===== src/rtl/tdfm_pkg.sv =====
package tdfm_pkg;

  localparam int STORE_TILES = 256;
  localparam int SLOT_W = $clog2(STORE_TILES);
  localparam int CNT_W = $clog2(STORE_TILES + 1);
  localparam int MAP_POSITIONS = 8192;
  localparam int ADDR_W = SLOT_W + 3;

  localparam logic [1:0] CFG_KEEP_ALL = 2'd0;
  localparam logic [1:0] CFG_BLOCK = 2'd1;
  localparam logic [1:0] CFG_BASE = 2'd2;

  localparam logic [15:0] FLAG_H = 16'h0800;
  localparam logic [15:0] FLAG_V = 16'h1000;
  localparam logic [15:0] FLAG_PRIO = 16'h8000;
  localparam logic [11:0] MAX_NUMBER = 12'h7FF;
  localparam logic [12:0] PRIO_START = 13'(23 * 16);
  localparam logic [3:0] PAD_COL = 4'hC;

  localparam logic [1:0] ST_OK = 2'd0;
  localparam logic [1:0] ST_FULL = 2'd1;
  localparam logic [1:0] ST_NUMBER = 2'd2;
  localparam logic [1:0] ST_NOMATCH = 2'd3;

  localparam logic OP_BUILD = 1'b0;
  localparam logic OP_MAP = 1'b1;

  typedef struct packed {
    logic        op;
    logic [12:0] tile_position;
    logic [2:0]  row_index;
    logic [31:0] row_pixels;
  } in_item_t;

  typedef struct packed {
    logic [15:0] map_word;
    logic [8:0]  tiles_stored;
    logic [1:0]  status;
  } out_item_t;

  // Job handed from front to back: one completed tile plus its context.
  typedef struct packed {
    logic        op;
    logic        start;
    logic [12:0] pos;
    logic [7:0][31:0] rows;
  } job_t;

  typedef enum logic [2:0] {
    BK_IDLE, BK_CLEAR, BK_CMP, BK_STORE, BK_DONE
  } bk_state_t;

  function automatic logic [31:0] mirror_row(input logic [31:0] x);
    logic [31:0] r;
    for (int k = 0; k < 8; k++) r[4*k +: 4] = x[28 - 4*k +: 4];
    return r;
  endfunction

endpackage


===== src/rtl/tdfm_front.sv =====
module tdfm_front (
  input  logic               clk,
  input  logic               rst_n,
  input  logic               in_push,
  output logic               in_full,
  input  tdfm_pkg::in_item_t in_data,
  output logic               job_valid,
  input  logic               job_ready,
  output tdfm_pkg::job_t     job
);

  logic [7:0][31:0] rows_r;
  logic             start_r;
  logic             job_valid_r;
  tdfm_pkg::job_t   job_r;
  logic             take;
  logic             in_range;

  assign in_full = job_valid_r;
  assign take = in_push && !job_valid_r;
  assign in_range = 32'(in_data.tile_position) < 32'(tdfm_pkg::MAP_POSITIONS);
  assign job_valid = job_valid_r;
  assign job = job_r;

  always_ff @(posedge clk) begin
    if (!rst_n) begin
      job_valid_r <= 1'b0;
      start_r <= 1'b0;
    end else begin
      if (job_valid_r && job_ready) job_valid_r <= 1'b0;
      if (take && in_range) begin
        if (in_data.row_index == 3'd7) begin
          job_valid_r <= 1'b1;
          start_r <= 1'b0;
        end else if (in_data.op == tdfm_pkg::OP_BUILD && in_data.tile_position == 13'd0
                     && in_data.row_index == 3'd0) begin
          start_r <= 1'b1;
        end
      end
    end
  end

  always_ff @(posedge clk) begin
    if (take && in_range) begin
      rows_r[in_data.row_index] <= in_data.row_pixels;
      if (in_data.row_index == 3'd7) begin
        job_r.op <= in_data.op;
        job_r.pos <= in_data.tile_position;
        job_r.start <= start_r;
        job_r.rows <= {in_data.row_pixels, rows_r[6:0]};
      end
    end
  end

endmodule


===== config.mk =====
export PLATFORM = sky130hd
export DESIGN_NAME = tdfm_front
export DESIGN_NICKNAME = d
export VERILOG_FILES = /design/src/rtl/tdfm_pkg.sv /design/src/rtl/tdfm_front.sv
export SDC_FILE = /design/constraint.sdc
export NUM_CORES = 1
export LEC_CHECK = 0
export BUFFER_PORTS_ARGS = -buffer_cell sky130_fd_sc_hd__buf_4
export CAP_MARGIN = 20
export CORE_MARGIN = 10
export CORE_UTILIZATION = 45
export DETAILED_ROUTE_END_ITERATION = 10
export HOLD_SLACK_MARGIN = 0.12
export PLACE_DENSITY = 0.68
export SLEW_MARGIN = 20
export SYNTH_ARGS = -nofsm -noshare
export SYNTH_HDL_FRONTEND = slang
export SYNTH_SLANG_ARGS = --single-unit

===== constraint.sdc =====
create_clock -name clk -period 17.4 [get_ports clk]
set_input_delay 3.48 -clock clk [delete_from_list [all_inputs] [get_ports clk]]
set_output_delay 3.48 -clock clk [all_outputs]
set_load 0.1 [all_outputs]

---- Word-level counts from Yosys, hierarchy flattened ----
Index checks and enable logic that the tools add are counted.
storage, ports and cells
  flip-flop bits (word level) ............. 529
  bits in latches ......................... 0
  bits in writable memories ............... 0
  memory bits (read-only) ................. 0
  output and inout port bits .............. 273
  memories kept ........................... 0
cells by class
  $add $sub $neg .......................... 0
  multiply operators ...................... 0
  divide/modulo/power cells ............... 0
  order comparisons ....................... 2
  eq/ne operators ......................... 1
  shift operators ......................... 0
  muxes and demuxes ....................... 8
  bitwise operators ....................... 1
  reduce and logical (&&, ||, !) cells .... 11
operators by type and width
  kind                                                                                 number
  256-bit bitwise mux                                                                  1
  32-bit demux with 3-bit select                                                       1
  32-bit 2-to-1 mux                                                                    1
  13-bit zero test                                                                     1
  1-bit logical AND                                                                    5
  1-bit 2-to-1 mux                                                                     5
  3-bit by 4-bit < comparator with 1-bit output, second input constant                 1
  2-bit AND reduction                                                                  2
  3-bit == test, second input constant                                                 1
  3-bit by 1-bit greater-or-equal comparator with 1-bit output, second input constant  1
  3-bit zero test                                                                      1
  2-bit nonzero test                                                                   1
  1-bit zero test                                                                      1
  1-bit inverter                                                                       1

---- Depth between registers and ports, before layout ----
Gate-level depths: netlist of run 1.
  word-level depth ........................ 5
  depth in mapped cells ................... 3

---- Worst setup path before layout of run 1 ----
Ideal clock, no wire load.
  path type ............................... input-to-reg
  from .................................... in in_data[32] (netlist bit)
  to ...................................... reg job_valid_r, in the netlist in_full
  library setup time ...................... 0.111 ns
  arrival ................................. 15.777 ns
  data required time ...................... 17.289 ns
  slack ................................... 1.512 ns
  stages .................................. 3
  path buffers ............................ 0
  path through ............................ nand3b_1 -> nor2_1 -> o21a_1
between the ends
  longest elaborated chain between the ends .. 3
RTL lines
  item                    RTL line          text
  start: declaration      tdfm_front.sv:6   input tdfm_pkg::in_item_t in_data,
  3-bit == test           tdfm_front.sv:32  if (in_data.row_index == 3'd7) begin
  1-bit 2-to-1 mux        tdfm_front.sv:32
  1-bit 2-to-1 mux        tdfm_front.sv:31  if (take && in_range) begin
  end signal: assignment  tdfm_front.sv:27  job_valid_r <= 1'b0;
  end signal: assignment  tdfm_front.sv:30  if (job_valid_r && job_ready) job_valid_r <= 1'b0;
  end signal: assignment  tdfm_front.sv:33  job_valid_r <= 1'b1;
  end: declaration        tdfm_front.sv:14  logic job_valid_r;
Every way passes these cells.
A chain may end at the register's enable or synchronous reset.

---- Worst setup path in the final report of run 1 ----
  from .................................... in in_data[32] (netlist bit)
  to ...................................... reg job_r (netlist bit job[181]), enable pin
between the ends
  longest elaborated chain between the ends .. 2
RTL lines
  item                                  RTL line          text
  3-bit == test                         tdfm_front.sv:46  if (in_data.row_index == 3'd7) begin
  2-bit AND reduction (no source line)  -
  end: declaration                      tdfm_front.sv:15  tdfm_pkg::job_t job_r;
Every way passes these cells.

==> run_results.csv, run 1 <==
group,metric,value,unit
status,status,"complete, no violations",
detailed_routing,drt_wl_total,30350,um
global_routing,antenna_found_initial,3,
sta,worstMarginPinSlew,1045,ps
clock_network,cts_tree,"yes",
pwr,p_leak,6.924,nW
sta,setup_viol,0,
floorplanning,initial_core_util,0.4592,
logic_synthesis,yosysSeqAreaShare,0.9900,
clock_network,clkTransAtPathRegs,60,ps
critical_path,cp-end-kind,"register",
global_routing,grt_pass1_vias,6783,
clock_network,h-tree-depth,2,
clock_network,clk_latency,530,ps
finish,final_cell_mix,"edfxtp_1 (495), buf_4 (337), clkbuf_16 (49), clkbuf_1 (11), clkinv_1 (10)",
finish,drive_gt1_frac,0.4345,
clock_network,cts_hold_buf,0,
floorplanning,pin_count,326,
logic_synthesis,synth_nets,573,
logic_synthesis,yosysUniqueCellTypes,15,
logic_synthesis,synth_top_area_frac,0.9874,
floorplanning,fp-row-count,66,
placed_design,gp_congestion,0.7322,
floorplanning,die_area,41170,sq um
detailed_routing,drc_errors,0,
critical_path,crit_path_max_fanout,82,
sta,period_needed,5747,ps
critical_path,cp_common_cell,"buf_4",
clock_network,ctsResizeCount,0,
logic_synthesis,ys_ff_latch,497,
placed_design,dp_hpwl,19890,um
finish,layout_commonest_cell,"edfxtp_1",
logic_synthesis,syn_area,15050,sq um
finish,nets,959,
critical_path,slowest_delay,840,ps
logic_synthesis,avgSynthCellArea,28.95,sq um
worst_hold_path,hold_path.class,"register to register",
logic_synthesis,synth_cells,520,
logic_synthesis,synth_area_leaders,"edfxtp_1 (99%), dfxtp_1 (0.27%), nor2_1 (0.17%)",
floorplanning,die_h,202.9,um
placed_design,io_buffers,325,
pwr,irDropWorstVdd,0.00007844,V
critical_path,cp.buffers_inverters,3,
sta,relSlewSlack,0.3032,
flow_run,drv_cap,0,
critical_path,crit_start,"in_data[32]",
detailed_routing,ant_nets,0,
sta,setup_tns,0,ps
floorplanning,die_w,202.9,um
sta,hold_viol,0,
global_routing,grt_start_max_net_pins,83,
finish,fillers,2283,
sta,drv_slew,0,
detailed_routing,avgViaCountPerCell,4.633,
logic_synthesis,yosys.area.top_type,"edfxtp_1",
pwr,p_total,2.414,mW
detailed_routing,dr.pass1.iters,5,
clock_network,cts_buffer_depth,3,
pwr,power.density,122.9,nW/um^2
clock_network,post-cts-setup-buffer-count,0,
floorplanning,coreArea,32780,sq um
clock_network,cts.sinks,497,
critical_path,start_kind,"input pin",
sta,finClkSkew,13.56,ps
detailed_routing,drt_iter0_markers,341,
finish,area_growth,30.53,%
logic_synthesis,yosysWarnings,0,
detailed_routing,vias,6407,
critical_path,cp_slowest_cell,"buf_4",
critical_path,cp_cell_sequence,"buf_4, nand3b_1, nor2_4, buf_4, buf_4",
global_routing,grt_pass1_wl,44320,um
critical_path,worstPathRequired,17560,ps
detailed_routing,drt-wirelength-per-cell,21.95,um
critical_path,cp.arrival,5910,ps
sta,post-route-period-util,0.3303,
critical_path,reg2reg_from,"in_full$_SDFF_PN0_",
global_routing,gr-total-overflow,0,
worst_hold_path,worstHoldStart,"rows_r[48]$_DFFE_PP_",
clock_network,numCtsBuffers,47,
clock_network,root_buffer,"clkbuf_16",
critical_path,crit_type,"input pin to register",
sta,max_freq,0.1740,GHz
global_routing,track_usage,0.1433,
critical_path,cpLargestDelayFamily,"buffers and inverters",
sta,rsz0062_at_grt,"no",
## Yosys cell counts
library cell    n
nand2_1         1
nor4_1          3
edfxtp_1      495
dfxtp_1         2
nor3_1          1
nand2b_1        2
or3b_4          1
buf_4           1
nor2_1          7
a41o_1          1
o211a_1         1
nand3b_1        1
o21a_1          2
nor3_4          1
nor2b_1         1
## metrics by stage
step / std cells / hold slack, ps / worst slack (ps) / util / cell area [sq um]
after floorplan: 520 / 400.3 / 1512 / - / 15050
after global placement: 1298 / 400.0 / 11140 / 0.5545 / 18180
after detailed placement: 1298 / 404.5 / 11090 / 0.5545 / 18180
after CTS: 1380 / 417.5 / 11660 / 0.5988 / 19630
after global routing: 1382 / 419.9 / 11450 / 0.5993 / 19650
final: 1383 / 414.8 / 11650 / 0.5994 / 19650
## per-layer routing
metal | GRT usage | vias up | part of all wire
met2 | 0.2270 | 273 | 0.48
met5 | 0 | - | 0.00066
met1 | 0.1674 | 3183 | 0.38
met3 | 0.07387 | 47 | 0.12
li1 | - | 2902 | -
met4 | 0.04317 | 2 | 0.023
## power by group
group          leakage, nW  internal (mW)  switching, mW
clock network        0.711          0.557          0.397
registers             4.51           1.34        0.00548
logic                 1.70         0.0212         0.0987
## registers in the layout, indices dropped and copies added, names as in the netlist
signal / count
job: 271
rows_r: 224
in_full: 1
start_r: 1
## cell type report
| class | count | area [sq um] | share of cell area |
|---|---|---|---|
| antenna | 2 | 5.005 | 0.0002547 |
| clock buffer | 60 | 1267 | 0.06450 |
| clock inverter | 22 | 183.9 | 0.009359 |
| multi-input combinational | 22 | 192.7 | 0.009805 |
| sequential | 497 | 14900 | 0.7584 |
| tap | 442 | 553.0 | 0.02814 |
| timing repair buffer | 338 | 2545 | 0.1295 |
## worst paths after layout
kind	slack, ps	cells after the start	to
worst max-delay path	11650	5	job[181]$_DFFE_PP_
worst min register to register	410	0	job[48]$_DFFE_PP_
worst max register to register	14240	4	job[181]$_DFFE_PP_
worst min-delay path	410	0	job[48]$_DFFE_PP_
## kinds of logic after synthesis
group / after synthesis / share of synthesized area
and+or+nand+nor: 18 / 0.007148
AOI/OAI and AO/OA: 4 / 0.002327
DFF: 497 / 0.9900
buffers and inverters: 1 / 0.0004989
Note: power is estimated with default switching activity, not from simulation.
==> run 2, diff against run 1 <==
Settings changed: ABC_AREA set to 1.
Clock period 17.4 ns to 5.6 ns, I/O delays scaled along.
==> run_results.csv, run 2 <==
group,metric,value,unit
floorplanning,pin_count,326,
logic_synthesis,synthXorXnorAreaFrac,0,
placed_design,io_buffers,325,
floorplanning,die_w,203.1,um
critical_path,worstPathRequired,5740,ps
logic_synthesis,synth_flop_cell,"edfxtp_1",
sta,hold_viol,0,
sta,post-route-period-util,0.6119,
logic_synthesis,yosysSeqAreaShare,0.9884,
clock_network,cts.sinks,497,
clock_network,cts_tree,"yes",
sta,worstMarginPinSlew,916.0,ps
clock_network,clkTransAtPathRegs,60,ps
pwr,irDropWorstVdd,0.0002571,V
finish,diodes,0,
critical_path,reg2reg_from,"in_full$_SDFF_PN0_",
placed_design,placedCellCount,1316,
sta,drv_slew,0,
critical_path,cpLargestDelayFamily,"buffers and inverters",
floorplanning,die_area,41230,sq um
global_routing,track_usage,0.1466,
critical_path,cp.arrival,3570,ps
logic_synthesis,syn_area,15080,sq um
detailed_routing,avgViaCountPerCell,4.647,
clock_network,cts_buffer_depth,3,
floorplanning,fp-row-count,66,
logic_synthesis,synth_area_leaders,"edfxtp_1 (99%), nor2_1 (0.35%), dfxtp_1 (0.27%)",
logic_synthesis,synth_top_family_by_area,"simple AND/OR/NAND/NOR gates",
sta,period_needed,3427,ps
finish,stdcell_count,1401,
finish,layout_commonest_cell,"edfxtp_1",
sta,hold_ws,411.3,ps
finish,area_growth,30.54,%
logic_synthesis,yosysWarnings,0,
floorplanning,coreArea,32780,sq um
worst_hold_path,holdPathEnd,"job[162]$_DFFE_PP_",
critical_path,ff2ff_setup_slack,2540,ps
critical_path,cp-end-kind,"register",
finish,nets,977,
worst_hold_path,worstHoldStart,"rows_r[162]$_DFFE_PP_",
logic_synthesis,synth_fa_ha_area_frac,0,
clock_network,h-tree-depth,2,
detailed_routing,drt_iter0_markers,424,
logic_synthesis,synth-simple-area-share,0.008546,
critical_path,cp_common_cell,"buf_4",
floorplanning,initial_core_util,0.4600,
pwr,p_leak,6.935,nW
logic_synthesis,synth.area.mux_share,0,
floorplanning,die_h,203.1,um
detailed_routing,ant_nets,0,
clock_network,cts_hold_buf,0,
critical_path,timing.rr.end,"job[208]$_DFFE_PP_",
global_routing,grt_start_max_net_pins,93,
critical_path,crit_path_max_fanout,71,
placed_design,gp_congestion,0.7463,
global_routing,grt_pass1_vias,6937,
finish,drive_gt1_frac,0.4254,
logic_synthesis,synth_compound_area_frac,0.0008297,
global_routing,gr-total-overflow,0,
worst_hold_path,hold_path.class,"register to register",
critical_path,ff2ff_path_depth,5,
logic_synthesis,ys_ff_latch,497,
critical_path,cp.buffers_inverters,5,
clock_network,ctsResizeCount,0,
pwr,power.density,384.0,nW/um^2
logic_synthesis,synth_most_common_cell,"edfxtp_1",
detailed_routing,vias,6510,
logic_synthesis,yosys.area.top_type,"edfxtp_1",
sta,max_freq,0.2918,GHz
clock_network,root_buffer,"clkbuf_16",
critical_path,cp_cell_sequence,"buf_4, inv_12, nor2_4, nand4_1, clkinvlp_4, buf_4, buf_4",
logic_synthesis,synth_nets,591,
critical_path,crit_type,"input pin to register",
placed_design,dp_hpwl,19910,um
worst_hold_path,whs_path_depth,0,
detailed_routing,dr.pass1.iters,5,
logic_synthesis,synthTopCellsByCount,"edfxtp_1 (495), nor2_1 (14), nand2_1 (10)",
detailed_routing,drc_errors,0,
clock_network,clk_latency,530,ps
flow_run,drv_cap,0,
status,status,"complete, no violations",
logic_synthesis,yosysUniqueCellTypes,13,
global_routing,antenna_found_initial,0,
pwr,p_total,7.558,mW
finish,largest_register_ffs,271,
logic_synthesis,avgSynthCellArea,28.03,sq um
critical_path,start_kind,"input pin",
logic_synthesis,synthArstFlopShare,0,
global_routing,grt_pass1_wl,45350,um
logic_synthesis,synth_top_area_frac,0.9857,
logic_synthesis,synth-edff-count,495,
critical_path,slowest_delay,800,ps
clock_network,post-cts-setup-buffer-count,0,
sta,finClkSkew,10.60,ps
finish,final_cell_mix,"edfxtp_1 (495), buf_4 (336), clkbuf_16 (49), clkinv_1 (14)",
sta,rsz0062_at_grt,"no",
sta,setup_viol,0,
detailed_routing,drt-wirelength-per-cell,22.26,um
critical_path,cp_slowest_cell,"buf_4",
sta,relSlewSlack,0.3893,
logic_synthesis,synth_cells,538,
detailed_routing,drt_wl_total,31180,um
clock_network,numCtsBuffers,48,
[run 2: cell count changes after synthesis, sizes merged, moves of 2 or more]
cell    change
nor4        -3
nor2        +8
inv         +7
nand2b      -2
nand2       +9
o21a        -2
[run 2: routing by layer]
layer	track usage	wire, um
met5	0	0
met4	0.03890	539
met3	0.05302	2865
met2	0.2376	15050
met1	0.1839	12720
[run 2: how the worst max path moves through the flow]
stage	depth (start not counted)	start	end	slack (ps)
global route	7	in_push	job[235]$_DFFE_PP_	1970
detailed placement	7	in_push	job[43]$_DFFE_PP_	1610
finish	7	in_push	job[208]$_DFFE_PP_	2170
floorplan	4	in_push	job[0]$_DFFE_PP_	-260
global placement	7	in_push	job[95]$_DFFE_PP_	1680
CTS	7	in_push	job[43]$_DFFE_PP_	2170
[run 2: power breakdown]
group	switching [mW]	leakage, nW	internal (mW)	total [mW]
clock	1.24	0.708	1.73	2.97
sequential	0.0197	4.51	4.15	4.17
combinational	0.341	1.71	0.0710	0.412
total	1.60	6.94	5.96	7.56
[run 2: worst reg2reg max path, cell delays in order, from the launching register on]
cell and delay, ps:
dfxtp_1 370, nor2_4 140, nand4_1 210, clkinvlp_4 500, buf_4 570, buf_4 820
[run 2: kinds of logic after synthesis]
family | after synthesis
compound gates | 2
buf+inv | 8
flops | 497
simple gates | 31
[run 2: cell type report]
type                            count  area, sq um
Timing Repair Buffer              337         2534
Inverter                            7        42.54
Sequential cell                   497        14900
Clock inverter                     26        196.4
Multi-Input combinational cell     33        191.4
Tap cell                          442        553.0
Clock buffer                       59         1264
Fill cell                        2327        13100
[run 2: through the flow]
| step | setup WS, ps | setup TNS (ps) | util | area, sq um |
|---|---|---|---|---|
| global route | 1966 | 0 | 0.6005 | 19690 |
| detailed placement | 1615 | 0 | 0.5558 | 18220 |
| CTS | 2173 | 0 | 0.6003 | 19680 |
| finish | 2173 | 0 | 0.6005 | 19690 |
| floorplan | -262.7 | -71190 | - | 15100 |
| global placement | 1681 | 0 | 0.5558 | 18220 |
==> run 3, diff against run 2 <==
Settings changed: PLACE_DENSITY 0.68 to 0.71.
Clock period 5.6 ns to 3.1 ns, I/O delays scaled along.
==> run_results.csv, run 3 (synthesized netlist as in run 2, its figures left out) <==
group,metric,value,unit
pwr,irDropWorstVdd,0.0005384,V
floorplanning,die_h,203.1,um
floorplanning,initial_core_util,0.4600,
critical_path,crit_type,"register to primary output",
pwr,switching_power,2.956,mW
clock_network,ctsResizeCount,0,
clock_network,post-cts-setup-buffer-count,0,
global_routing,antenna_found_initial,1,
clock_network,numCtsBuffers,48,
clock_network,clkTransAtPathRegs,60,ps
global_routing,grt_pass1_vias,6883,
finish,regArea,14910,sq um
global_routing,track_usage,0.1449,
finish,largest_register_ffs,271,
clock_network,cts_hold_buf,0,
detailed_routing,drt_iter0_markers,417,
floorplanning,pin_count,326,
sta,max_freq,0.5378,GHz
critical_path,cp_cell_sequence,"buf_4",
finish,final_cell_mix,"edfxtp_1 (495), buf_4 (332), clkbuf_16 (49), nand2_1 (10), nor2_1 (10)",
floorplanning,coreArea,32780,sq um
detailed_routing,drt_wl_total,30910,um
pwr,swShare,0.2087,
sta,setup_viol,0,
placed_design,io_buffers,325,
sta,drv_slew,0,
floorplanning,fp-row-count,66,
pwr,seq_power_share,0.532,
pwr,p_leak,7.038,nW
detailed_routing,ant_nets,0,
global_routing,gr-total-overflow,0,
clock_network,root_buffer,"clkbuf_16",
sta,finalWorstSetupSlack,1241,ps
placed_design,dp_hpwl,20330,um
finish,layout_commonest_cell,"edfxtp_1",
sta,relSlewSlack,0.6006,
critical_path,cp-end-kind,"primary output",
finish,area_growth,32.33,%
finish,fillers,2255,
sta,finClkSkew,14.39,ps
detailed_routing,drc_errors,0,
sta,rsz0062_at_grt,"no",
clock_network,cts_tree,"yes",
critical_path,crit_path_max_fanout,1,
detailed_routing,drt-wirelength-per-cell,22.02,um
sta,post-route-period-util,0.5998,
clock_network,clk_latency,530,ps
detailed_routing,dr.pass1.iters,4,
clock_network,cts_buffer_depth,3,
finish,nets,978,
finish,fin_area,19950,sq um
pwr,pwr-share-comb,0.053,
placed_design,placed_area,18320,sq um
critical_path,slowest_delay,390,ps
flow_run,drv_cap,0,
finish,multi_input_area,203.9,sq um
critical_path,cp.arrival,1240,ps
critical_path,start_kind,"register",
clock_network,cts.sinks,497,
finish,drive_gt1_frac,0.4387,
detailed_routing,avgViaCountPerCell,4.668,
finish,diodes,0,
placed_design,gp_congestion,0.7835,
global_routing,grt_start_max_net_pins,101,
critical_path,reg2reg_from,"in_full$_SDFF_PN0_",
sta,worstMarginPinSlew,599.0,ps
global_routing,grt_pass1_wl,44850,um
clock_network,h-tree-depth,2,
detailed_routing,vias,6554,
status,status,"complete, no violations",
sta,hold_viol,0,
pwr,p_int,11.21,mW
floorplanning,die_w,203.1,um
critical_path,crit_start,"job[118]$_DFFE_PP_",
placed_design,post-place-ws,816.6,ps
critical_path,worstPathRequired,2480,ps
critical_path,cp_slowest_cell,"edfxtp_1",
critical_path,cp.buffers_inverters,1,
pwr,power_frac_clock,0.415,
pwr,power.density,710.0,nW/um^2
sta,period_needed,1859,ps
floorplanning,die_area,41230,sq um
worst_hold_path,hold_path.class,"input pin to register",
critical_path,cpLargestDelayFamily,"flip-flops",
sta,hold_ws,266.8,ps
worst_hold_path,worstHoldStart,"in_data[37]",
[run 3: path summary, 6_finish.rpt]
kind                            slack, ps                  to  depth (start not counted)
worst max-delay path                 1240            job[118]                          1
worst min-delay path                  270  job[258]$_DFFE_PP_                          1
worst max register to register       1250  job[186]$_DFFE_PP_                          5
worst min register to register        410  job[123]$_DFFE_PP_                          0
[run 3: through the flow]
| step | total power [mW] | TNS [ps] | util | cells |
|---|---|---|---|---|
| 2_1_floorplan | 8.186 | -614210 | - | 538 |
| 3_3_place_gp | 8.431 | 0 | 0.5588 | 1317 |
| 3_5_place_dp | 8.442 | 0 | 0.5588 | 1317 |
| 4_1_cts | 14.31 | 0 | 0.6087 | 1404 |
| 5_1_grt | 14.61 | 0 | 0.6087 | 1404 |
| 6_report | 14.17 | 0 | 0.6087 | 1404 |
[run 3: cell type report]
type                            count  share of cell area
Tap cell                          442             0.02772
Timing Repair Buffer              338              0.1309
Clock inverter                     29             0.01875
Sequential cell                   497              0.7471
Clock buffer                       58             0.06314
Multi-Input combinational cell     33             0.01022
Inverter                            7            0.002132
[run 3: power by group through the flow]
stage	clock (mW)	sequential [mW]	combinational (mW)
3_5_place_dp	0	7.68	0.762
4_1_cts	6.01	7.54	0.761
3_3_place_gp	0	7.68	0.754
5_1_grt	6.29	7.54	0.781
6_report	5.88	7.54	0.752
2_1_floorplan	0	8.13	0.0591
[run 3: per-layer routing]
layer / vias up / global-route usage / wire length (um)
met5: - / 0 / 13
li1: 2943 / - / -
met3: 46 / 0.07515 / 3970
met2: 310 / 0.2234 / 14320
met4: 2 / 0.03544 / 474
met1: 3253 / 0.1780 / 12140
